===== src/ordq_pkg.sv =====
package ordq_pkg;

	typedef enum logic [1:0] {
		REQ_INS_FRONT = 2'd0,
		REQ_INS_REAR  = 2'd1,
		REQ_REMOVE    = 2'd2,
		REQ_NONE      = 2'd3
	} req_t;

	typedef enum logic [1:0] {
		ST_OK    = 2'd0,
		ST_FULL  = 2'd1,
		ST_DUP   = 2'd2,
		ST_EMPTY = 2'd3
	} status_t;

	typedef enum logic [2:0] {
		S_IDLE,
		S_DECIDE,
		S_SCAN,
		S_CHECK,
		S_COMMIT,
		S_FETCH,
		S_LOAD,
		S_EMIT
	} state_t;

	typedef struct packed {
		logic    accept;
		logic    scan_step;
		logic    commit;
		logic    fetch;
		logic    load_front;
		logic    emit;
		logic    set_status;
		status_t status;
	} cmd_t;

	typedef struct packed {
		req_t req;
		logic full;
		logic empty;
		logic last_one;
		logic scan_last;
		logic dup_any;
		logic out_free;
	} sts_t;

	localparam logic [4:0] CAPACITY_RESET = 5'd16;
	localparam int         CAPACITY_W     = 5;
	localparam int         VALUE_W        = 32;
	localparam int         REQ_W          = 2;
	localparam int         COUNT_OUT_W    = 5;

endpackage


===== src/ordq_ctrl.sv =====
module ordq_ctrl (
	input  logic           clk,
	input  logic           arst_n,
	input  logic           in_valid,
	output logic           in_ready,
	input  ordq_pkg::sts_t sts,
	output ordq_pkg::cmd_t cmd
);

	ordq_pkg::state_t state_q;
	ordq_pkg::state_t state_next;
	logic             is_insert;

	assign is_insert = (sts.req == ordq_pkg::REQ_INS_FRONT) ||
		(sts.req == ordq_pkg::REQ_INS_REAR);

	always_ff @(posedge clk or negedge arst_n) begin
		if (!arst_n) begin
			state_q <= ordq_pkg::S_IDLE;
		end else begin
			state_q <= state_next;
		end
	end

	always_comb begin
		state_next = state_q;
		case (state_q)
			ordq_pkg::S_IDLE: begin
				if (in_valid) begin
					state_next = ordq_pkg::S_DECIDE;
				end
			end
			ordq_pkg::S_DECIDE: begin
				if (is_insert) begin
					if (sts.full) begin
						state_next = ordq_pkg::S_EMIT;
					end else if (sts.empty) begin
						state_next = ordq_pkg::S_COMMIT;
					end else begin
						state_next = ordq_pkg::S_SCAN;
					end
				end else if (sts.req == ordq_pkg::REQ_REMOVE) begin
					state_next = sts.empty ? ordq_pkg::S_EMIT : ordq_pkg::S_COMMIT;
				end else begin
					state_next = ordq_pkg::S_EMIT;
				end
			end
			ordq_pkg::S_SCAN: begin
				if (sts.scan_last) begin
					state_next = ordq_pkg::S_CHECK;
				end
			end
			ordq_pkg::S_CHECK: begin
				state_next = sts.dup_any ? ordq_pkg::S_EMIT : ordq_pkg::S_COMMIT;
			end
			ordq_pkg::S_COMMIT: begin
				// a remove that leaves entries must fetch the new front
				if (sts.req == ordq_pkg::REQ_REMOVE && !sts.last_one) begin
					state_next = ordq_pkg::S_FETCH;
				end else begin
					state_next = ordq_pkg::S_EMIT;
				end
			end
			ordq_pkg::S_FETCH: begin
				state_next = ordq_pkg::S_LOAD;
			end
			ordq_pkg::S_LOAD: begin
				state_next = ordq_pkg::S_EMIT;
			end
			ordq_pkg::S_EMIT: begin
				if (sts.out_free) begin
					state_next = ordq_pkg::S_IDLE;
				end
			end
			default: begin
				state_next = ordq_pkg::S_IDLE;
			end
		endcase
	end

	always_comb begin
		cmd      = '0;
		in_ready = 1'b0;
		case (state_q)
			ordq_pkg::S_IDLE: begin
				in_ready   = 1'b1;
				cmd.accept = in_valid;
			end
			ordq_pkg::S_DECIDE: begin
				if (is_insert && sts.full) begin
					cmd.set_status = 1'b1;
					cmd.status     = ordq_pkg::ST_FULL;
				end else if (sts.req == ordq_pkg::REQ_REMOVE && sts.empty) begin
					cmd.set_status = 1'b1;
					cmd.status     = ordq_pkg::ST_EMPTY;
				end
			end
			ordq_pkg::S_SCAN: begin
				cmd.scan_step = 1'b1;
			end
			ordq_pkg::S_CHECK: begin
				if (sts.dup_any) begin
					cmd.set_status = 1'b1;
					cmd.status     = ordq_pkg::ST_DUP;
				end
			end
			ordq_pkg::S_COMMIT: begin
				cmd.commit = 1'b1;
			end
			ordq_pkg::S_FETCH: begin
				cmd.fetch = 1'b1;
			end
			ordq_pkg::S_LOAD: begin
				cmd.load_front = 1'b1;
			end
			ordq_pkg::S_EMIT: begin
				cmd.emit = sts.out_free;
			end
			default: begin
				cmd = '0;
			end
		endcase
	end

	assert property (@(posedge clk) disable iff (!arst_n)
		cmd.emit |=> state_q == ordq_pkg::S_IDLE)
		else $error("emit did not return to idle");

	assert property (@(posedge clk) disable iff (!arst_n)
		(state_q == ordq_pkg::S_SCAN) |-> cmd.scan_step && !in_ready)
		else $error("scan state without scan step");

	assert property (@(posedge clk) disable iff (!arst_n)
		cmd.commit |-> !(cmd.set_status))
		else $error("status changed during commit");

endmodule


===== src/ordq_dp.sv =====
module ordq_dp #(
	parameter int DEPTH = 16
) (
	input  logic                             clk,
	input  logic                             arst_n,
	input  ordq_pkg::cmd_t                   cmd,
	output ordq_pkg::sts_t                   sts,
	input  logic [ordq_pkg::REQ_W-1:0]       in_req,
	input  logic [ordq_pkg::VALUE_W-1:0]     in_value,
	input  logic [ordq_pkg::CAPACITY_W-1:0]  capacity,
	output logic                             out_valid,
	input  logic                             out_ready,
	output ordq_pkg::status_t                out_status,
	output logic [ordq_pkg::VALUE_W-1:0]     out_removed,
	output logic [ordq_pkg::VALUE_W-1:0]     out_front,
	output logic [ordq_pkg::VALUE_W-1:0]     out_rear,
	output logic [ordq_pkg::COUNT_OUT_W-1:0] out_count
);

	localparam int AW = (DEPTH > 1) ? $clog2(DEPTH) : 1;
	localparam int CW = $clog2(DEPTH + 1);
	localparam int LW = (CW > ordq_pkg::CAPACITY_W) ? CW : ordq_pkg::CAPACITY_W;

	logic [ordq_pkg::VALUE_W-1:0] mem [DEPTH];

	logic [AW-1:0]                head_q;
	logic [CW-1:0]                count_q;
	logic [AW-1:0]                scan_idx_q;
	logic [ordq_pkg::VALUE_W-1:0] front_q;
	logic [ordq_pkg::VALUE_W-1:0] rear_q;
	logic [ordq_pkg::VALUE_W-1:0] val_q;
	logic [ordq_pkg::VALUE_W-1:0] rdata_q;
	logic [ordq_pkg::VALUE_W-1:0] removed_q;
	ordq_pkg::req_t               req_q;
	ordq_pkg::status_t            status_q;
	logic                         dup_q;
	logic                         cmp_vld_s1;

	logic                             out_valid_q;
	ordq_pkg::status_t                out_status_q;
	logic [ordq_pkg::VALUE_W-1:0]     out_removed_q;
	logic [ordq_pkg::VALUE_W-1:0]     out_front_q;
	logic [ordq_pkg::VALUE_W-1:0]     out_rear_q;
	logic [ordq_pkg::COUNT_OUT_W-1:0] out_count_q;

	logic [AW:0]     scan_sum;
	logic [AW-1:0]   scan_slot;
	logic [AW:0]     rear_sum;
	logic [AW-1:0]   rear_slot;
	logic [AW-1:0]   head_dec;
	logic [AW-1:0]   head_inc;
	logic [AW-1:0]   rd_addr;
	logic [AW-1:0]   wr_addr;
	logic            wr_en;
	logic            is_insert;
	logic            empty;
	logic            match;
	logic [LW-1:0]   cap_ext;
	logic [LW-1:0]   limit;
	logic [CW+4:0]   count_wide;

	assign is_insert = (req_q == ordq_pkg::REQ_INS_FRONT) || (req_q == ordq_pkg::REQ_INS_REAR);
	assign empty     = (count_q == '0);

	// offsets stay below DEPTH, so one conditional subtract wraps them
	assign scan_sum  = {1'b0, head_q} + {1'b0, scan_idx_q};
	assign scan_slot = (scan_sum >= (AW+1)'(DEPTH)) ?
		AW'(scan_sum - (AW+1)'(DEPTH)) : scan_sum[AW-1:0];
	assign rear_sum  = {1'b0, head_q} + (AW+1)'(count_q);
	assign rear_slot = (rear_sum >= (AW+1)'(DEPTH)) ?
		AW'(rear_sum - (AW+1)'(DEPTH)) : rear_sum[AW-1:0];
	assign head_dec  = (head_q == '0) ? AW'(DEPTH - 1) : head_q - AW'(1);
	assign head_inc  = (head_q == AW'(DEPTH - 1)) ? '0 : head_q + AW'(1);

	assign rd_addr = cmd.fetch ? head_q : scan_slot;
	assign wr_en   = cmd.commit && is_insert;
	assign wr_addr = (req_q == ordq_pkg::REQ_INS_FRONT) ? head_dec : rear_slot;

	assign cap_ext = LW'(capacity);
	assign limit   = (cap_ext > LW'(DEPTH)) ? LW'(DEPTH) : cap_ext;
	assign match   = cmp_vld_s1 && (rdata_q == val_q);

	assign count_wide = {5'b0, count_q};

	assign sts.req       = req_q;
	assign sts.full      = (LW'(count_q) >= limit);
	assign sts.empty     = empty;
	assign sts.last_one  = (count_q == CW'(1));
	assign sts.scan_last = ((CW'(scan_idx_q) + CW'(1)) == count_q);
	assign sts.dup_any   = dup_q || match;
	assign sts.out_free  = !out_valid_q || out_ready;

	always_ff @(posedge clk) begin
		if (wr_en) begin
			mem[wr_addr] <= val_q;
		end
		rdata_q <= mem[rd_addr];
	end

	always_ff @(posedge clk or negedge arst_n) begin
		if (!arst_n) begin
			head_q      <= '0;
			count_q     <= '0;
			cmp_vld_s1  <= 1'b0;
			dup_q       <= 1'b0;
			out_valid_q <= 1'b0;
		end else begin
			cmp_vld_s1 <= cmd.scan_step;
			if (cmd.accept) begin
				dup_q <= 1'b0;
			end else if (match) begin
				dup_q <= 1'b1;
			end
			if (cmd.commit) begin
				if (is_insert) begin
					count_q <= count_q + CW'(1);
					if (req_q == ordq_pkg::REQ_INS_FRONT) begin
						head_q <= head_dec;
					end
				end else begin
					count_q <= count_q - CW'(1);
					head_q  <= head_inc;
				end
			end
			if (cmd.emit) begin
				out_valid_q <= 1'b1;
			end else if (out_ready) begin
				out_valid_q <= 1'b0;
			end
		end
	end

	always_ff @(posedge clk) begin
		if (cmd.accept) begin
			req_q      <= ordq_pkg::req_t'(in_req);
			val_q      <= in_value;
			status_q   <= ordq_pkg::ST_OK;
			removed_q  <= '0;
			scan_idx_q <= '0;
		end else begin
			if (cmd.set_status) begin
				status_q <= cmd.status;
			end
			if (cmd.scan_step) begin
				scan_idx_q <= scan_idx_q + AW'(1);
			end
		end
		if (cmd.commit) begin
			if (req_q == ordq_pkg::REQ_INS_FRONT) begin
				front_q <= val_q;
				if (empty) begin
					rear_q <= val_q;
				end
			end else if (req_q == ordq_pkg::REQ_INS_REAR) begin
				rear_q <= val_q;
				if (empty) begin
					front_q <= val_q;
				end
			end else begin
				removed_q <= front_q;
			end
		end
		if (cmd.load_front) begin
			front_q <= rdata_q;
		end
		if (cmd.emit) begin
			out_status_q  <= status_q;
			out_removed_q <= removed_q;
			out_front_q   <= empty ? '0 : front_q;
			out_rear_q    <= empty ? '0 : rear_q;
			out_count_q   <= count_wide[4:0];
		end
	end

	assign out_valid   = out_valid_q;
	assign out_status  = out_status_q;
	assign out_removed = out_removed_q;
	assign out_front   = out_front_q;
	assign out_rear    = out_rear_q;
	assign out_count   = out_count_q;

	assert property (@(posedge clk) disable iff (!arst_n)
		count_q <= CW'(DEPTH))
		else $error("entry count above depth");

	assert property (@(posedge clk) disable iff (!arst_n)
		(cmd.commit && is_insert) |-> !sts.full)
		else $error("insert committed into a full deque");

	assert property (@(posedge clk) disable iff (!arst_n)
		(cmd.commit && req_q == ordq_pkg::REQ_REMOVE) |=> count_q == $past(count_q) - CW'(1))
		else $error("remove did not drop the count");

	assert property (@(posedge clk) disable iff (!arst_n)
		cmd.emit |-> (!out_valid_q || out_ready))
		else $error("result overwritten before it was taken");

endmodule


===== src/output_restricted_deque_unique.sv =====
// Bounded deque of signed 32-bit values: insert at front or rear, remove from
// the front only. Inserts that would exceed the capacity, or that repeat a
// stored value, are refused.
// Input beat (s_*): s_tuser = request (0 insert front, 1 insert rear,
// 2 remove, 3 no-op), s_tdata = value. One result beat (m_*) per input beat:
// m_tuser = status, m_tdata = removed, front, rear values and entry count.
// Capacity register at APB address 0 (reset 16, clamped to DEPTH).
// From accept, the request passes the decide state; a no-op, a full insert or a
// remove from empty goes on to emit. An insert into a non-empty deque first
// scans the stored entries and checks for a duplicate, which goes to emit; other
// inserts and removes pass commit, and a remove that leaves entries then fetches
// and loads the new front before emit. The next beat is taken in the cycle after
// the emit. The duplicate check reads the stored entries one per cycle through
// the single read port of the entry memory, which sets the insert rate.
// Reset empties the deque at once (head and count cleared); no memory sweep.
// The result sits in an output register; a stalled receiver holds it there.
// The block still takes one new beat and works it through, then holds in the
// emit state, taking no further beat until the register is free.
module output_restricted_deque_unique #(
	parameter int DEPTH = 16
) (
	input  logic         clk,
	input  logic         arst_n,
	input  logic         s_tvalid,
	output logic         s_tready,
	input  logic [31:0]  s_tdata,  // [31:0] value
	input  logic [1:0]   s_tuser,  // [1:0] req_type
	output logic         m_tvalid,
	input  logic         m_tready,
	// [31:0] removed_value, [63:32] front_value, [95:64] rear_value,
	// [100:96] entry_count, [103:101] zero
	output logic [103:0] m_tdata,
	output logic [1:0]   m_tuser,  // [1:0] status
	input  logic         psel,
	input  logic         penable,
	input  logic         pwrite,
	input  logic [2:0]   paddr,
	input  logic [31:0]  pwdata,
	output logic [31:0]  prdata,
	output logic         pready
);

	logic [ordq_pkg::CAPACITY_W-1:0]  capacity_q;
	ordq_pkg::cmd_t                   cmd;
	ordq_pkg::sts_t                   sts;
	ordq_pkg::status_t                out_status;
	logic [ordq_pkg::VALUE_W-1:0]     out_removed;
	logic [ordq_pkg::VALUE_W-1:0]     out_front;
	logic [ordq_pkg::VALUE_W-1:0]     out_rear;
	logic [ordq_pkg::COUNT_OUT_W-1:0] out_count;
	logic                             cap_sel;

	assign pready  = 1'b1;
	assign cap_sel = (paddr[2] == 1'b0);
	assign prdata  = cap_sel ? {27'b0, capacity_q} : '0;

	always_ff @(posedge clk or negedge arst_n) begin
		if (!arst_n) begin
			capacity_q <= ordq_pkg::CAPACITY_RESET;
		end else if (psel && penable && pwrite && pready && cap_sel) begin
			capacity_q <= pwdata[4:0];
		end
	end

	ordq_ctrl u_ctrl (
		.clk      (clk),
		.arst_n   (arst_n),
		.in_valid (s_tvalid),
		.in_ready (s_tready),
		.sts      (sts),
		.cmd      (cmd)
	);

	ordq_dp #(
		.DEPTH (DEPTH)
	) u_dp (
		.clk         (clk),
		.arst_n      (arst_n),
		.cmd         (cmd),
		.sts         (sts),
		.in_req      (s_tuser),
		.in_value    (s_tdata),
		.capacity    (capacity_q),
		.out_valid   (m_tvalid),
		.out_ready   (m_tready),
		.out_status  (out_status),
		.out_removed (out_removed),
		.out_front   (out_front),
		.out_rear    (out_rear),
		.out_count   (out_count)
	);

	assign m_tuser = out_status;
	assign m_tdata = {3'b0, out_count, out_rear, out_front, out_removed};

endmodule

===== config.mk =====
export PLATFORM = sky130hd
export DESIGN_NAME = output_restricted_deque_unique
export DESIGN_NICKNAME = d
export VERILOG_FILES = /design/src/ordq_pkg.sv /design/src/ordq_ctrl.sv /design/src/ordq_dp.sv /design/src/output_restricted_deque_unique.sv
export SDC_FILE = /design/constraint.sdc
export NUM_CORES = 1
export LEC_CHECK = 0
export BUFFER_PORTS_ARGS = -buffer_cell sky130_fd_sc_hd__buf_2
export CORE_ASPECT_RATIO = 0.7
export CORE_MARGIN = 5
export CORE_UTILIZATION = 52
export CTS_BUF_LIST = sky130_fd_sc_hd__clkbuf_2 sky130_fd_sc_hd__clkbuf_4 sky130_fd_sc_hd__clkbuf_8
export DETAILED_ROUTE_END_ITERATION = 10
export HOLD_SLACK_MARGIN = 0.15
export PLACE_DENSITY = 0.73
export SLEW_MARGIN = 20
export SYNTH_ARGS = -nofsm -noshare
export SYNTH_HDL_FRONTEND = slang
export SYNTH_HIERARCHICAL = 1
export SYNTH_SLANG_ARGS = --single-unit

===== constraint.sdc =====
create_clock -name clk -period 6 [get_ports clk]
set_input_delay 1.2 -clock clk [delete_from_list [all_inputs] [get_ports clk]]
set_output_delay 1.2 -clock clk [all_outputs]
set_load 0.02 [all_outputs]

==> flow_summary.yaml <==
run_status:
  status: "complete, no violations"
clock_network:
  postCtsSetupBuffers: 0
  root_buffer: "clkbuf_8"
  cts_hold_buf: 0
  insertion_delay_ns: 0.74
  cts_tree: "built"
  cts_made_buffers: 115
  cts_max_path_buffers: 3
  cts.sinks: 803
  cts_resized: 0
  clk_pin_slew_ns: 0.07
  cts.htree.levels: 3
detailed_routing:
  wl_per_cell_um: 23.22
  drc_errors: 0
  vias: 15180
  ant_nets: 0
  via_per_inst: 5.533
  drt-total-wl_mm: 63.73
  drtPass1Iterations: 5
  drt_iter0_markers: 1369
placement:
  place.gp.congestion: 0.7833
  dp_hpwl_mm: 36.70
  port_buffers: 156
pwr:
  power.density_nw_per_um2: 301.9
  p_leak_uw: 0.01265
  peakVddDrop_v: 0.0001828
  power.total_uw: 10680
floorplan:
  core_area_um2: 58610
  die_w_um: 301.7
  start_util: 0.5284
  die-area_um2: 64610
  num_rows: 74
  pin_count: 217
  die_y_um: 214.2
layout:
  final_common_cell: "edfxtp_1"
  num-nets-final: 1942
  fill_cells: 4114
  insertedDiodeCount: 0
  drive_gt1_frac: 0.3052
  final_cell_mix: "edfxtp_1, buf_2, mux4_2, clkbuf_8, mux2i_1"
  syn_to_final_growth_pct: 14.22
sta:
  rsz0062_at_grt: "no"
  setup_violations: 0
  finalCritPeriodShare: 0.6164
  worst_slew_pin_slew_ns: 1.019
  finalMaxSlewViolations: 0
  worst_clock_skew_ns: 0.04304
  fin_hold_ws_ns: 0.4207
  tns_ns: 0
  hold_viol_final: 0
  period_needed_ns: 3.699
  slew_headroom: 0.3191
  max_freq_mhz: 270.4
critical_path:
  critical_path_buf_inv_count: 1
  arrival_ns: 4.08
  max_stage_delay_ns: 0.73
  cp_data_required_time_ns: 6.38
  crit_family: "simple AND/OR/NAND/NOR gates"
  path_cells: "ha_1 > fa_1 > o21ai_0 > nor2b_1 > nand2_1 > nor2_4 > buf_4"
  start_kind: "flop"
  path_max_fanout: 17
  crit_path_top_delay_cell: "nor2_4"
  crit_type: "flop to flop"
  crit_path_end_kind: "flop"
synthesis:
  synthArstFlopShare: 0.02491
  synth-edff-count: 713
  ys.flop_type: "edfxtp_1"
  avgSynthCellArea_um2: 19.39
  yosysSeqAreaShare: 0.7529
  synth_cell_types: 59
  ys_ff_latch: 803
  synth_cells: 1597
  yosys_warnings: 6
  synth_area_um2: 30970
global_routing:
  grt_pass1_vias: 15440
  grt_pass1_wl_mm: 96.15
  grt_overflow: 0
  grt_max_degree: 129
  grt_usage: 0.1977
  antenna_found_initial: 1
worst_hold_path:
  min_path_type: "input pin to async pin"
run:
  maxCapViolations: 0
-- cell families after synthesis --
| group | after synthesis | share of synthesized area |
|---|---|---|
| compound gates | 86 | 0.01677 |
| fa+ha+maj | 21 | 0.008970 |
| buf+inv | 116 | 0.02206 |
| xor+xnor | 50 | 0.01414 |
| simple gates | 249 | 0.04437 |
| flops | 803 | 0.7529 |
| mux | 270 | 0.1406 |
| other cells | 2 | 0.0002425 |
-- final timing paths --
kind,from,to,slack [ns],depth (start not counted)
max,u_dp/head_q[0]$_DFFE_PN0P_,u_dp/mem[5][26]$_DFFE_PP_,2.30,7
min,arst_n,u_dp/head_q[1]$_DFFE_PN0P_,0.42,1
max reg2reg,u_dp/head_q[0]$_DFFE_PN0P_,u_dp/mem[5][26]$_DFFE_PP_,2.30,7
min reg2reg,u_dp/removed_q[20]$_DFF_P_,u_dp/out_removed[20]$_DFFE_PP_,0.43,0
max in group asynchronous,arst_n,capacity_q[4]$_DFFE_PN1P_,5.19,1
min in group clk,u_dp/removed_q[20]$_DFF_P_,u_dp/out_removed[20]$_DFFE_PP_,0.43,0
-- cells in the mapped netlist (all sizes together) (3+ instances only) --
cell type  number  share of area
edfxtp        713           0.69
mux4          128          0.093
mux2i         103          0.033
nor2b          72          0.015
dfxtp          70          0.045
buf            61          0.015
o21ai          46         0.0074
nand2          44         0.0053
clkbuf         41         0.0050
nand2b         41         0.0083
nor2           41         0.0050
mux2           39          0.014
xnor2          39          0.011
dfrtp          19          0.015
ha             19         0.0077
inv            14         0.0017
a21oi          11         0.0018
xor2           11         0.0031
and2           10         0.0020
nor3            8         0.0013
nand4           7         0.0014
nand3           6        0.00097
a21o            5         0.0012
and2b           5         0.0014
and3            4        0.00081
a22oi           3        0.00073
nor4            3        0.00061
-- routing by layer --
metal | routed length, um | vias to the layer above | global-route usage
met5 | 0 | - | 0
met4 | 966 | 0 | 0.04283
met3 | 6202 | 85 | 0.05263
met2 | 27790 | 644 | 0.2808
met1 | 28770 | 7760 | 0.3114
li1 | - | 6694 | -
-- stage by stage --
step                      instances    util  setup slack (ns)  instance area, um2
after global routing           2744  0.6035             2.127               35370
after global placement         2524  0.5598             2.126               32810
final                          2744  0.6035             2.301               35370
after CTS                      2742  0.6026             2.067               35320
after floorplan                1626       -             1.445               31080
after detailed placement       2524  0.5598             2.077               32810
-- cell type report --
class	instances	area (um2)	share of cell area
Clock inverter	61	541.8	0.01532
Clock buffer	157	1967	0.05561
Timing Repair Buffer	204	1231	0.03481
Multi-Input combinational cell	707	7266	0.2054
Inverter	14	52.55	0.001486
Sequential cell	803	23310	0.6591
Tap cell	798	998.5	0.02823
-- power by group --
part	leakage [uW]	switching, uW	internal, uW
combinational	0.00415	47.8	34.0
clock	0.00130	2090	2500
sequential	0.00719	5.13	6010
total	0.0127	2140	8540
-- flip-flops by register name (all words and copies together) (netlist names), 2 cells and up --
name	cells
capacity_q	5
u_ctrl/state_q	3
u_dp/count_q	5
u_dp/front_q	32
u_dp/head_q	4
u_dp/mem	512
u_dp/out_count	5
u_dp/out_front	32
u_dp/out_rear	32
u_dp/out_removed	32
u_dp/out_status	2
u_dp/rdata_q	32
u_dp/rear_q	32
u_dp/removed_q	32
u_dp/req_q	2
u_dp/scan_idx_q	4
u_dp/status_q	2
u_dp/val_q	32
-- worst register-to-register path: stages (launching register included) --
cell and delay (ns):
dfrtp_1 0.66, ha_1 0.28, fa_1 0.42, o21ai_0 0.30, nor2b_1 0.26, nand2_1 0.29
nor2_4 0.73, buf_4 0.43
Power figures use the tool's default switching activity.
